<file path="src/hw/rtl/stl_pkg.sv">
`timescale 1ns / 1ps

package stl_pkg;

	localparam int POS_BITS    = 24;
	localparam int LEN_BITS    = 16;
	localparam int QUEUE_DEPTH = 4;

	// character codes
	localparam logic [7:0] CH_SPACE  = 8'h20;
	localparam logic [7:0] CH_TAB    = 8'h09;
	localparam logic [7:0] CH_CR     = 8'h0d;
	localparam logic [7:0] CH_LF     = 8'h0a;
	localparam logic [7:0] CH_HASH   = 8'h23;
	localparam logic [7:0] CH_LOW_F  = 8'h66;
	localparam logic [7:0] CH_LOW_V  = 8'h76;
	localparam logic [7:0] CH_LOW_A  = 8'h61;
	localparam logic [7:0] CH_LOW_R  = 8'h72;
	localparam logic [7:0] CH_LOW_Z  = 8'h7a;
	localparam logic [7:0] CH_UP_A   = 8'h41;
	localparam logic [7:0] CH_UP_Z   = 8'h5a;
	localparam logic [7:0] CH_ZERO   = 8'h30;
	localparam logic [7:0] CH_NINE   = 8'h39;
	localparam logic [7:0] CH_DOT    = 8'h2e;
	localparam logic [7:0] CH_UNDER  = 8'h5f;
	localparam logic [7:0] CH_SEMI   = 8'h3b;
	localparam logic [7:0] CH_COLON  = 8'h3a;
	localparam logic [7:0] CH_LPAREN = 8'h28;
	localparam logic [7:0] CH_RPAREN = 8'h29;
	localparam logic [7:0] CH_LBRACE = 8'h7b;
	localparam logic [7:0] CH_RBRACE = 8'h7d;
	localparam logic [7:0] CH_PLUS   = 8'h2b;
	localparam logic [7:0] CH_MINUS  = 8'h2d;
	localparam logic [7:0] CH_STAR   = 8'h2a;
	localparam logic [7:0] CH_SLASH  = 8'h2f;
	localparam logic [7:0] CH_EQ     = 8'h3d;
	localparam logic [7:0] CH_GT     = 8'h3e;
	localparam logic [7:0] CH_LT     = 8'h3c;
	localparam logic [7:0] CH_DQUOTE = 8'h22;
	localparam logic [7:0] CH_SQUOTE = 8'h27;

	// token kinds
	localparam logic [4:0] K_VAR    = 5'd0;
	localparam logic [4:0] K_IDENT  = 5'd1;
	localparam logic [4:0] K_SEMI   = 5'd2;
	localparam logic [4:0] K_COLON  = 5'd3;
	localparam logic [4:0] K_LPAREN = 5'd4;
	localparam logic [4:0] K_RPAREN = 5'd5;
	localparam logic [4:0] K_LBRACE = 5'd6;
	localparam logic [4:0] K_RBRACE = 5'd7;
	localparam logic [4:0] K_PLUS   = 5'd8;
	localparam logic [4:0] K_MINUS  = 5'd11;
	localparam logic [4:0] K_STAR   = 5'd14;
	localparam logic [4:0] K_SLASH  = 5'd16;
	localparam logic [4:0] K_ASSIGN = 5'd18;
	localparam logic [4:0] K_GT     = 5'd20;
	localparam logic [4:0] K_LT     = 5'd22;
	localparam logic [4:0] K_NUMBER = 5'd24;
	localparam logic [4:0] K_STRING = 5'd25;
	localparam logic [4:0] K_CHAR   = 5'd26;
	localparam logic [4:0] K_END    = 5'd27;
	localparam logic [4:0] K_ERROR  = 5'd28;
	localparam logic [4:0] K_NONE   = 5'd0;

	// offsets from an operator's base kind
	localparam logic [4:0] OP_WITH_EQ  = 5'd1;
	localparam logic [4:0] OP_DOUBLED  = 5'd2;

	localparam logic [1:0] E_NONE          = 2'd0;
	localparam logic [1:0] E_UNEXPECTED    = 2'd1;
	localparam logic [1:0] E_UNTERM_STRING = 2'd2;
	localparam logic [1:0] E_MISSING_QUOTE = 2'd3;

	typedef enum logic [3:0] {
		M_IDLE  = 4'd0,
		M_HASH  = 4'd1,
		M_FNAME = 4'd2,
		M_IDENT = 4'd3,
		M_OP    = 4'd4,
		M_NUMI  = 4'd5,
		M_NUMF  = 4'd6,
		M_STR   = 4'd7,
		M_CH1   = 4'd8,
		M_CH2   = 4'd9,
		M_SYNC  = 4'd10
	} mode_t;

	typedef struct packed {
		logic [7:0] ch;
		logic       end_of_input;
	} src_t;

	typedef struct packed {
		logic [4:0]  token_kind;
		logic [1:0]  error_code;
		logic [23:0] start_pos;
		logic [15:0] token_len;
		logic [15:0] line_no;
		logic [7:0]  file_index;
		logic        last;
	} tok_t;

	// results of one source byte, up to two
	typedef struct packed {
		logic two;
		tok_t first;
		tok_t second;
	} pair_t;

	function automatic logic is_ws(input logic [7:0] c);
		return c == CH_SPACE || c == CH_TAB || c == CH_CR || c == CH_LF;
	endfunction

	function automatic logic is_digit(input logic [7:0] c);
		return c >= CH_ZERO && c <= CH_NINE;
	endfunction

	function automatic logic is_alpha(input logic [7:0] c);
		return c == CH_UNDER || (c >= CH_LOW_A && c <= CH_LOW_Z) ||
			(c >= CH_UP_A && c <= CH_UP_Z);
	endfunction

	function automatic logic is_opch(input logic [7:0] c);
		return c == CH_PLUS || c == CH_MINUS || c == CH_STAR || c == CH_SLASH ||
			c == CH_EQ || c == CH_GT || c == CH_LT;
	endfunction

	function automatic logic [4:0] op_base(input logic [7:0] c);
		logic [4:0] k;
		case (c)
			CH_PLUS:  k = K_PLUS;
			CH_MINUS: k = K_MINUS;
			CH_STAR:  k = K_STAR;
			CH_SLASH: k = K_SLASH;
			CH_EQ:    k = K_ASSIGN;
			CH_GT:    k = K_GT;
			default:  k = K_LT;
		endcase
		return k;
	endfunction

	// K_NONE when the byte is no punctuation
	function automatic logic [4:0] punct_kind(input logic [7:0] c);
		logic [4:0] k;
		case (c)
			CH_SEMI:   k = K_SEMI;
			CH_COLON:  k = K_COLON;
			CH_LPAREN: k = K_LPAREN;
			CH_RPAREN: k = K_RPAREN;
			CH_LBRACE: k = K_LBRACE;
			CH_RBRACE: k = K_RBRACE;
			default:   k = K_NONE;
		endcase
		return k;
	endfunction

endpackage

</file>
<file path="src/hw/rtl/source_token_lexer_top.sv">
`timescale 1ns / 1ps
// a token passes from the byte that ends it through the token queue and then the output register
//   before it is shown on tok_*
// throughput: one source byte per cycle while the token queue has room; the output register shows one
//   token per cycle while tok_ready allows, so a byte giving two tokens shows them in turn, absorbed by the token queue
// src_ready falls only when the token queue is full
// reset (arst_n low): idle mode, offset 0, line 1, file index 0, queue and output empty

module source_token_lexer_top #(
	parameter int PosBits = stl_pkg::POS_BITS,
	parameter int LenBits = stl_pkg::LEN_BITS
) (
	input  logic          clk,
	input  logic          arst_n,
	input  logic          src_valid,
	output logic          src_ready,
	input  stl_pkg::src_t src_item,
	output logic          tok_valid,
	input  logic          tok_ready,
	output stl_pkg::tok_t tok_item
);
	import stl_pkg::*;

	logic  room, push, pop, empty;
	pair_t push_item, head;

	stl_front #(
		.PosBits(PosBits),
		.LenBits(LenBits)
	) u_front (
		.clk       (clk),
		.arst_n    (arst_n),
		.src_valid (src_valid),
		.src_ready (src_ready),
		.src_item  (src_item),
		.room      (room),
		.push      (push),
		.push_item (push_item)
	);

	stl_queue u_queue (
		.clk     (clk),
		.arst_n  (arst_n),
		.wr_en   (push),
		.wr_item (push_item),
		.room    (room),
		.rd_en   (pop),
		.rd_item (head),
		.empty   (empty)
	);

	stl_back u_back (
		.clk       (clk),
		.arst_n    (arst_n),
		.head      (head),
		.empty     (empty),
		.pop       (pop),
		.tok_valid (tok_valid),
		.tok_ready (tok_ready),
		.tok_item  (tok_item)
	);

endmodule

</file>
<file path="src/hw/rtl/stl_front.sv">
`timescale 1ns / 1ps

module stl_front #(
	parameter int PosBits = stl_pkg::POS_BITS,
	parameter int LenBits = stl_pkg::LEN_BITS
) (
	input  logic           clk,
	input  logic           arst_n,
	input  logic           src_valid,
	output logic           src_ready,
	input  stl_pkg::src_t  src_item,
	input  logic           room,
	output logic           push,
	output stl_pkg::pair_t push_item
);
	import stl_pkg::*;

	mode_t               mode_q, n_mode, i_mode;
	logic [7:0]          pend_q, n_pend;
	logic [PosBits-1:0]  start_q, n_start, i_start;
	logic [LenBits-1:0]  len_q, n_len, i_len, len_inc;
	logic [PosBits-1:0]  pos_q;
	logic [15:0]         line_q;
	logic [7:0]          file_q, n_file;
	logic [1:0]          kp_q, n_kp;
	logic                sync_q, n_sync;

	logic [7:0]          c;
	logic                acc, eoi;
	logic                i_tok, i_kp_set, i_pend_set, i_err, i_emit;
	logic [4:0]          i_kind, a_kind, op_k;
	logic [1:0]          i_code, a_code;
	logic                a_v, b_v, relex;
	logic [PosBits-1:0]  a_start;
	logic [LenBits-1:0]  a_len;
	tok_t                tok_a, tok_b;

	assign c         = src_item.ch;
	assign eoi       = src_item.end_of_input;
	assign src_ready = room;
	assign acc       = src_valid && room;
	assign len_inc   = (len_q == '1) ? len_q : len_q + 1'b1;
	assign op_k      = op_base(pend_q);

	// what the byte does when lexed from idle
	always_comb begin
		i_mode     = M_IDLE;
		i_tok      = 1'b0;
		i_start    = pos_q;
		i_len      = LenBits'(1);
		i_kp_set   = 1'b0;
		i_pend_set = 1'b0;
		i_err      = 1'b0;
		i_emit     = 1'b0;
		i_kind     = K_ERROR;
		i_code     = E_NONE;
		if (is_ws(c)) begin
			i_mode = M_IDLE;
		end else if (c == CH_HASH) begin
			i_mode = M_HASH;
		end else if (is_alpha(c)) begin
			i_mode   = M_IDENT;
			i_tok    = 1'b1;
			i_kp_set = 1'b1;
		end else if (punct_kind(c) != K_NONE) begin
			i_emit = 1'b1;
			i_kind = punct_kind(c);
		end else if (is_opch(c)) begin
			i_mode     = M_OP;
			i_tok      = 1'b1;
			i_pend_set = 1'b1;
		end else if (is_digit(c)) begin
			i_mode = M_NUMI;
			i_tok  = 1'b1;
		end else if (c == CH_DOT) begin
			i_mode = M_NUMF;
			i_tok  = 1'b1;
		end else if (c == CH_DQUOTE || c == CH_SQUOTE) begin
			i_mode  = (c == CH_DQUOTE) ? M_STR : M_CH1;
			i_tok   = 1'b1;
			i_start = pos_q + 1'b1;
			i_len   = '0;
		end else begin
			i_mode = M_SYNC;
			i_emit = 1'b1;
			i_code = E_UNEXPECTED;
			i_err  = 1'b1;
		end
	end

	always_comb begin
		n_mode  = mode_q;
		n_pend  = pend_q;
		n_start = start_q;
		n_len   = len_q;
		n_file  = file_q;
		n_kp    = kp_q;
		n_sync  = sync_q;
		a_v     = 1'b0;
		a_kind  = K_ERROR;
		a_code  = E_NONE;
		a_start = start_q;
		a_len   = len_q;
		b_v     = 1'b0;
		relex   = 1'b0;
		if (eoi) begin
			case (mode_q)
				M_IDENT: begin
					a_v    = 1'b1;
					a_kind = K_IDENT;
				end
				M_NUMI, M_NUMF: begin
					a_v    = 1'b1;
					a_kind = K_NUMBER;
				end
				M_OP: begin
					a_v    = 1'b1;
					a_kind = op_k;
					a_len  = LenBits'(1);
				end
				M_STR: begin
					a_v    = 1'b1;
					a_code = E_UNTERM_STRING;
				end
				M_CH1, M_CH2: begin
					a_v    = 1'b1;
					a_code = E_MISSING_QUOTE;
				end
				default: a_v = 1'b0;
			endcase
			b_v    = 1'b1;
			n_mode = M_IDLE;
			n_sync = 1'b0;
			n_kp   = 2'd0;
		end else begin
			case (mode_q)
				M_HASH: begin
					if (c == CH_LOW_F) begin
						n_mode = M_FNAME;
						n_file = file_q + 1'b1;
					end else begin
						n_mode = M_IDLE;
					end
				end
				M_FNAME: begin
					if (is_ws(c))
						n_mode = M_IDLE;
				end
				M_IDENT: begin
					if (is_alpha(c) || is_digit(c)) begin
						n_len = len_inc;
						if (kp_q == 2'd1 && c == CH_LOW_A)
							n_kp = 2'd2;
						else if (kp_q == 2'd2 && c == CH_LOW_R)
							n_kp = 2'd3;
						else
							n_kp = 2'd0;
					end else begin
						a_v    = 1'b1;
						a_kind = (kp_q == 2'd3 && is_ws(c)) ? K_VAR : K_IDENT;
						n_kp   = 2'd0;
						relex  = 1'b1;
					end
				end
				M_OP: begin
					a_v   = 1'b1;
					n_mode = M_IDLE;
					a_len = LenBits'(2);
					if (c == CH_EQ) begin
						a_kind = op_k + OP_WITH_EQ;
					end else if ((pend_q == CH_PLUS || pend_q == CH_MINUS) &&
							c == pend_q) begin
						a_kind = op_k + OP_DOUBLED;
					end else begin
						a_kind = op_k;
						a_len  = LenBits'(1);
						relex  = 1'b1;
					end
				end
				M_NUMI, M_NUMF: begin
					if (is_digit(c)) begin
						n_len = len_inc;
					end else if (c == CH_DOT && mode_q == M_NUMI) begin
						n_len  = len_inc;
						n_mode = M_NUMF;
					end else begin
						a_v    = 1'b1;
						a_kind = K_NUMBER;
						relex  = 1'b1;
					end
				end
				M_STR: begin
					if (c == CH_DQUOTE) begin
						a_v    = 1'b1;
						a_kind = K_STRING;
						n_mode = M_IDLE;
					end else begin
						n_len = len_inc;
					end
				end
				M_CH1: begin
					n_len  = LenBits'(1);
					n_mode = M_CH2;
				end
				M_CH2: begin
					a_v = 1'b1;
					if (c == CH_SQUOTE) begin
						a_kind = K_CHAR;
						a_len  = LenBits'(1);
						n_mode = M_IDLE;
					end else begin
						// the offending byte is the first one looked at in resync
						a_code = E_MISSING_QUOTE;
						n_mode = M_SYNC;
						n_sync = (c == CH_DQUOTE);
						if (c == CH_SEMI || c == CH_LBRACE || c == CH_RBRACE || c == CH_LF)
							n_mode = M_IDLE;
					end
				end
				M_SYNC: begin
					if (c == CH_DQUOTE)
						n_sync = !sync_q;
					else if (!sync_q && (c == CH_SEMI || c == CH_LBRACE ||
							c == CH_RBRACE || c == CH_LF))
						n_mode = M_IDLE;
				end
				default: relex = 1'b1;
			endcase
			if (relex) begin
				n_mode = i_mode;
				if (i_tok) begin
					n_start = i_start;
					n_len   = i_len;
				end
				if (i_kp_set)
					n_kp = (c == CH_LOW_V) ? 2'd1 : 2'd0;
				if (i_pend_set)
					n_pend = c;
				if (i_err)
					n_sync = 1'b0;
				b_v = i_emit;
			end
		end
	end

	always_comb begin
		tok_a.token_kind = a_kind;
		tok_a.error_code = a_code;
		tok_a.start_pos  = 24'(a_start);
		tok_a.token_len  = 16'(a_len);
		tok_a.line_no    = line_q;
		tok_a.file_index = file_q;
		tok_a.last       = !b_v;
		tok_b.line_no    = line_q;
		tok_b.file_index = file_q;
		tok_b.last       = 1'b1;
		if (eoi) begin
			tok_b.token_kind = K_END;
			tok_b.error_code = E_NONE;
			tok_b.start_pos  = 24'(pos_q);
			tok_b.token_len  = '0;
		end else begin
			tok_b.token_kind = i_kind;
			tok_b.error_code = i_code;
			tok_b.start_pos  = 24'(pos_q);
			tok_b.token_len  = 16'(LenBits'(1));
		end
		push             = acc && (a_v || b_v);
		push_item.two    = a_v && b_v;
		push_item.first  = a_v ? tok_a : tok_b;
		push_item.second = tok_b;
	end

	always_ff @(posedge clk or negedge arst_n) begin
		if (!arst_n) begin
			mode_q  <= M_IDLE;
			pend_q  <= '0;
			start_q <= '0;
			len_q   <= '0;
			pos_q   <= '0;
			line_q  <= 16'd1;
			file_q  <= '0;
			kp_q    <= '0;
			sync_q  <= 1'b0;
		end else if (acc) begin
			mode_q  <= n_mode;
			pend_q  <= n_pend;
			start_q <= n_start;
			len_q   <= n_len;
			file_q  <= n_file;
			kp_q    <= n_kp;
			sync_q  <= n_sync;
			if (!eoi) begin
				pos_q <= pos_q + 1'b1;
				if (c == CH_LF && line_q != 16'hffff)
					line_q <= line_q + 1'b1;
			end
		end
	end

	a_pos_step: assert property (@(posedge clk) disable iff (!arst_n)
		acc && !eoi |=> pos_q == PosBits'($past(pos_q) + 1'b1))
		else $error("byte offset did not advance by one");

endmodule

</file>
<file path="src/hw/rtl/stl_queue.sv">
`timescale 1ns / 1ps

module stl_queue (
	input  logic           clk,
	input  logic           arst_n,
	input  logic           wr_en,
	input  stl_pkg::pair_t wr_item,
	output logic           room,
	input  logic           rd_en,
	output stl_pkg::pair_t rd_item,
	output logic           empty
);
	import stl_pkg::*;

	localparam int AW = $clog2(QUEUE_DEPTH);
	localparam int CW = $clog2(QUEUE_DEPTH + 1);

	pair_t         slot_q [QUEUE_DEPTH];
	logic [AW-1:0] wr_ptr_q, rd_ptr_q;
	logic [CW-1:0] cnt_q;
	logic          full;

	assign full    = cnt_q == CW'(QUEUE_DEPTH);
	assign room    = !full;
	assign empty   = cnt_q == '0;
	assign rd_item = slot_q[rd_ptr_q];

	always_ff @(posedge clk) begin
		if (wr_en)
			slot_q[wr_ptr_q] <= wr_item;
	end

	always_ff @(posedge clk or negedge arst_n) begin
		if (!arst_n) begin
			wr_ptr_q <= '0;
			rd_ptr_q <= '0;
			cnt_q    <= '0;
		end else begin
			if (wr_en)
				wr_ptr_q <= (wr_ptr_q == AW'(QUEUE_DEPTH - 1)) ? '0 : wr_ptr_q + 1'b1;
			if (rd_en)
				rd_ptr_q <= (rd_ptr_q == AW'(QUEUE_DEPTH - 1)) ? '0 : rd_ptr_q + 1'b1;
			if (wr_en && !rd_en)
				cnt_q <= cnt_q + 1'b1;
			else if (rd_en && !wr_en)
				cnt_q <= cnt_q - 1'b1;
		end
	end

	a_no_overflow: assert property (@(posedge clk) disable iff (!arst_n)
		full |-> !wr_en)
		else $error("write into a full queue");

	a_no_underflow: assert property (@(posedge clk) disable iff (!arst_n)
		empty |-> !rd_en)
		else $error("read from an empty queue");

endmodule

</file>
<file path="src/hw/rtl/stl_back.sv">
`timescale 1ns / 1ps

module stl_back (
	input  logic           clk,
	input  logic           arst_n,
	input  stl_pkg::pair_t head,
	input  logic           empty,
	output logic           pop,
	output logic           tok_valid,
	input  logic           tok_ready,
	output stl_pkg::tok_t  tok_item
);
	import stl_pkg::*;

	tok_t out_q;
	logic valid_q;
	logic sel_q;
	logic take, load;

	assign take      = !valid_q || tok_ready;
	assign load      = take && !empty;
	// the head entry leaves once its last token has been loaded
	assign pop       = load && (sel_q || !head.two);
	assign tok_valid = valid_q;
	assign tok_item  = out_q;

	always_ff @(posedge clk or negedge arst_n) begin
		if (!arst_n) begin
			valid_q <= 1'b0;
			sel_q   <= 1'b0;
		end else if (load) begin
			valid_q <= 1'b1;
			sel_q   <= !sel_q && head.two;
		end else if (take) begin
			valid_q <= 1'b0;
		end
	end

	always_ff @(posedge clk) begin
		if (load)
			out_q <= sel_q ? head.second : head.first;
	end

	a_first_of_pair: assert property (@(posedge clk) disable iff (!arst_n)
		sel_q |-> valid_q && !out_q.last)
		else $error("first token of a pair shown without a follower pending");

endmodule

</file>
<file path="config.mk">
export PLATFORM = sky130hd
export DESIGN_NAME = source_token_lexer_top
export DESIGN_NICKNAME = d
export VERILOG_FILES = /design/src/hw/rtl/stl_pkg.sv /design/src/hw/rtl/source_token_lexer_top.sv /design/src/hw/rtl/stl_front.sv /design/src/hw/rtl/stl_queue.sv /design/src/hw/rtl/stl_back.sv
export SDC_FILE = /design/constraint.sdc
export NUM_CORES = 1
export LEC_CHECK = 0
export BUFFER_PORTS_ARGS = -buffer_cell sky130_fd_sc_hd__buf_2
export CORE_UTILIZATION = 55
export DETAILED_ROUTE_END_ITERATION = 8
export GPL_TIMING_DRIVEN = 0
export PLACE_DENSITY = 0.78
export REMOVE_ABC_BUFFERS = 1
export SYNTH_ARGS = -nofsm -noshare
export SYNTH_HDL_FRONTEND = slang
export SYNTH_SLANG_ARGS = --single-unit
</file>
<file path="constraint.sdc">
create_clock -name clk -period 7.85 [get_ports clk]
set_clock_uncertainty 0.1 [all_clocks]
set_input_delay 0.785 -clock clk [delete_from_list [all_inputs] [get_ports clk]]
set_output_delay 0.785 -clock clk [all_outputs]
set_load 0.01 [all_outputs]
</file>
==> summary.md <==
| Metric | Value |
|---|---|
| Core ar. | `0.0454 mm^2` |
| Worst reg-to-reg setup slack | `3.60 ns` |
| Worst-margin pin slew | `1.17 ns` |
| Post-Syn Area | `0.0253 mm^2` |
| Number of synthesized register bits | `596` |
| Setup TNS Final | `0 ns` |
| Setup ws final | `3.60 ns` |
| Critical path launch point type | `flop` |
| # setup viols final | `0` |
| Post-synth EDFFs | `484` |
| Worst reg2reg path endpoint | `u_queue.slot_q[0][102]` |
| Peak supply drop | `0.220 mV` |
| CTS Buf Count | `56` |
| Pin count of the biggest net entering global routing | `68` |
| Worst-path clk slew | `0.06 ns` |
| Post-synth cell types | `94` |
| Final WL | `52.8 mm` |
| Bufs and invs on worst path | `2` |
| Status | `finished clean` |
| Worst reg2reg path depth | `9` |
| Clock Tree Root | `clkbuf_16` |
| Die Width | `217 um` |
| Vias | `14,300` |
| CP Class | `flop to flop` |
| Top cells by count, synth | `484 x edfxtp_1, 178 x nand2_1, 111 x dfrtp_1, 103 x mux4_2, 78 x nor2_1` |
| Critical path arrival | `4.43 ns` |
| Final Hold Viols | `0` |
| Final period util | `54.1%` |
| Routed WL per cell | `22.5 um` |
| Max-slew headroom | `21.3%` |
| Achievable frequency | `235 MHz` |
| Area post-placement | `0.0266 mm^2` |
| RSZ-0062 raised after global routing | `no` |
| Initial Util | `55.8%` |
| Most used DFF post-synth | `edfxtp_1` |
| Yosys warnings | `0` |
| R2R Path Start | `u_front.mode_q[2]` |
| Top cells by area, synth | `edfxtp_1 57%, dfrtp_1 11%, mux4_2 9.2%` |
| Synth Instances | `1,628` |
| Max-capacitance violation count | `0` |
| Most used cell, CP | `buf_16` |
| Worst hold path startpoint | `tok_ready` |
| Critical Path Sink Type | `flop` |
| # H-tree levels | `2` |
| First-pass GRT wire length | `83.0 mm` |
| Cell taking the most area after synthesis | `edfxtp_1` |
| Crit path required time | `8.03 ns` |
| Antenna cells | `0` |
| Post-synthesis average cell area | `15.5 um^2` |
| Min-Delay Path Class | `input port to flop` |
| Clk Latency, worst-skew pair | `0.61 ns` |
| HPWL reported at the end of detailed placement | `32.3 mm` |
| FILL cells | `3,175` |
| Chip height | `217 um` |
| Fin crit period | `4.25 ns` |
| DR iter-0 viols | `1,204` |
| Gr ovfl total | `0` |
| Sequential share of the synthesized area | `68.5%` |
| # clock sinks | `596` |
| Pins Over Slew Limit | `0` |
| CTS tree | `done` |
| Top-count cell post-synth | `edfxtp_1` |
| P_leak | `10.1 nW` |
| PwrDens | `356 mW/mm^2` |
| Area grow syn2layout | `12.6%` |
| Drt pass-1 iters | `5` |
| Io pins | `87` |
| Total Routing Usage GR | `23.1%` |
| Row cnt | `78` |
| Die ar. | `0.0469 mm^2` |
| Final #Nets | `1,725` |
| Post-DRT Antenna Nets | `0` |
| CP max stage delay | `0.66 ns` |
| CP top delay family | `simple AND/OR/NAND/NOR gates` |
| Top cell type's share of synthesized area | `57.4%` |
| Post-placement worst setup slack | `3.11 ns` |
| Critical path's slowest cell | `dfrtp_1` |
| Clk buf depth | `3` |
| Vias in the first global route | `14,600` |
| Worst-path maximum fanout | `41` |
| Async SR Flop Fraction | `18.8%` |
| Share of cells above drive strength 1 | `21.0%` |
| Hold Path Sink | `u_back.tok_valid` |
| DRC violations left | `0` |
| DR vias/cell | `6.10` |
| Hold Path Depth | `2` |
| Initial antenna violation count | `1` |
| CP Cell Sequence | `or2_0 -> nor2_1 -> o211ai_2 -> nand3_2 -> nor4_2 -> a21oi_2 -> and2_4 -> buf_16 -> buf_16` |
| Fin area | `0.0285 mm^2` |
| Placer congestion estimate | `0.902` |
| Buffers on Ports | `86` |
==> cell usage in the layout (no fill, tap or decap), types with 19 or more instances in the layout <==
master	Yosys	routed
o21ai_0	48	48
dfrtp_1	111	108
xor2_1	27	27
inv_1	20	19
nand4_1	25	25
mux2_2	35	35
nor3_1	20	19
buf_2	25	85
clkbuf_1	44	21
clkbuf_16	0	58
a21oi_1	49	48
xnor2_1	57	57
edfxtp_1	484	484
mux4_2	103	103
nand2_1	178	178
and2_1	45	41
nand3_1	48	47
nor2_1	78	78
==> registers in the layout, indices dropped and copies added, names as in the netlist <==
signal and count:
u_queue.slot_q 412, u_back.tok_item 72, u_front.a_start 24, u_front.pos_q 24, u_front.len_q 16, u_front.line_q 16
u_front.file_q 8, u_front.pend_q 8, u_front.mode_q 4, u_queue.cnt_q 3, u_front.kp_q 2, u_queue.rd_ptr_q 2
u_queue.wr_ptr_q 2, u_back.sel_q 1, u_back.tok_valid 1, u_front.sync_q 1
==> power by group <==
part           total [W]  internal [W]  switching [W]  leakage (nW)
sequential       0.00477       0.00435       0.000422          5.98
clock            0.00272       0.00159        0.00113         0.898
combinational    0.00265       0.00121        0.00145          3.23
==> through the flow <==
stage	util (%)	total power [W]	instances	hold WS, ns
4_1_cts	62.8	0.0102	2344	0.247
5_1_grt	62.8	0.0106	2344	0.274
3_5_place_dp	58.7	0.00751	2240	0.403
6_report	62.8	0.0101	2344	0.275
3_3_place_gp	57.5	0.00756	2220	0.371
2_1_floorplan	-	0.00660	1534	0.355
==> layout make-up <==
| class | instances | area [um^2] | area share, % |
|---|---|---|---|
| Timing Repair Buffer | 107 | 942 | 3.31 |
| Clock buffer | 82 | 1570 | 5.52 |
| Inverter | 20 | 75.1 | 0.263 |
| Multi-Input combinational cell | 918 | 7520 | 26.4 |
| Sequential cell | 596 | 17300 | 60.9 |
| Clock inverter | 21 | 289 | 1.01 |
| Tap cell | 600 | 751 | 2.63 |
==> how the worst max path moves through the flow <==
stage / slack [ns] / startpoint / cells past startpoint / end
finish: 3.60 / u_front.mode_q[2] / 9 / u_queue.slot_q[0][102]
detailed placement: 3.11 / src_item[3] / 10 / u_queue.slot_q[1][105]
floorplan: 1.61 / u_queue.rd_ptr_q[0] / 7 / u_queue.cnt_q[1]
global route: 3.38 / u_front.mode_q[2] / 9 / u_queue.slot_q[1][82]
global placement: -0.70 / tok_ready / 9 / u_queue.cnt_q[1]
CTS: 3.59 / u_front.mode_q[2] / 9 / u_queue.slot_q[1][82]
==> layer usage <==
metal  track usage [%]  routed length (um)  vias to the layer above
met3              3.99                2960                       89
met2              37.8               26100                      437
met5                 0                  13                        -
met1              31.9               22400                     7399
li1                  -                   -                     6361
met4              7.25                1320                        2
==> worst register-to-register path, cell delays in order, from the launching register on <==
cell and delay, ns:
dfrtp_1 0.66, or2_0 0.49, nor2_1 0.50, o211ai_2 0.30
nand3_2 0.23, nor4_2 0.08, a21oi_2 0.40, and2_4 0.54
buf_16 0.30, buf_16 0.30
==> what timing repair did <==
item,in CTS,in global routing
hold endpoints to repair,1,0
hold buffers,1,0
gates resized for setup,0,0
buffers inserted,0,0
==> cell families after synthesis <==
logic type / Yosys count / synth area share, %
buf+inv: 114 / 1.93
fa+ha+maj: 14 / 0.712
simple gates: 491 / 10.0
xor+xnor: 84 / 2.91
flops: 596 / 68.5
mux: 142 / 10.9
compound gates: 187 / 5.06
(Power assumes the default switching activity.)
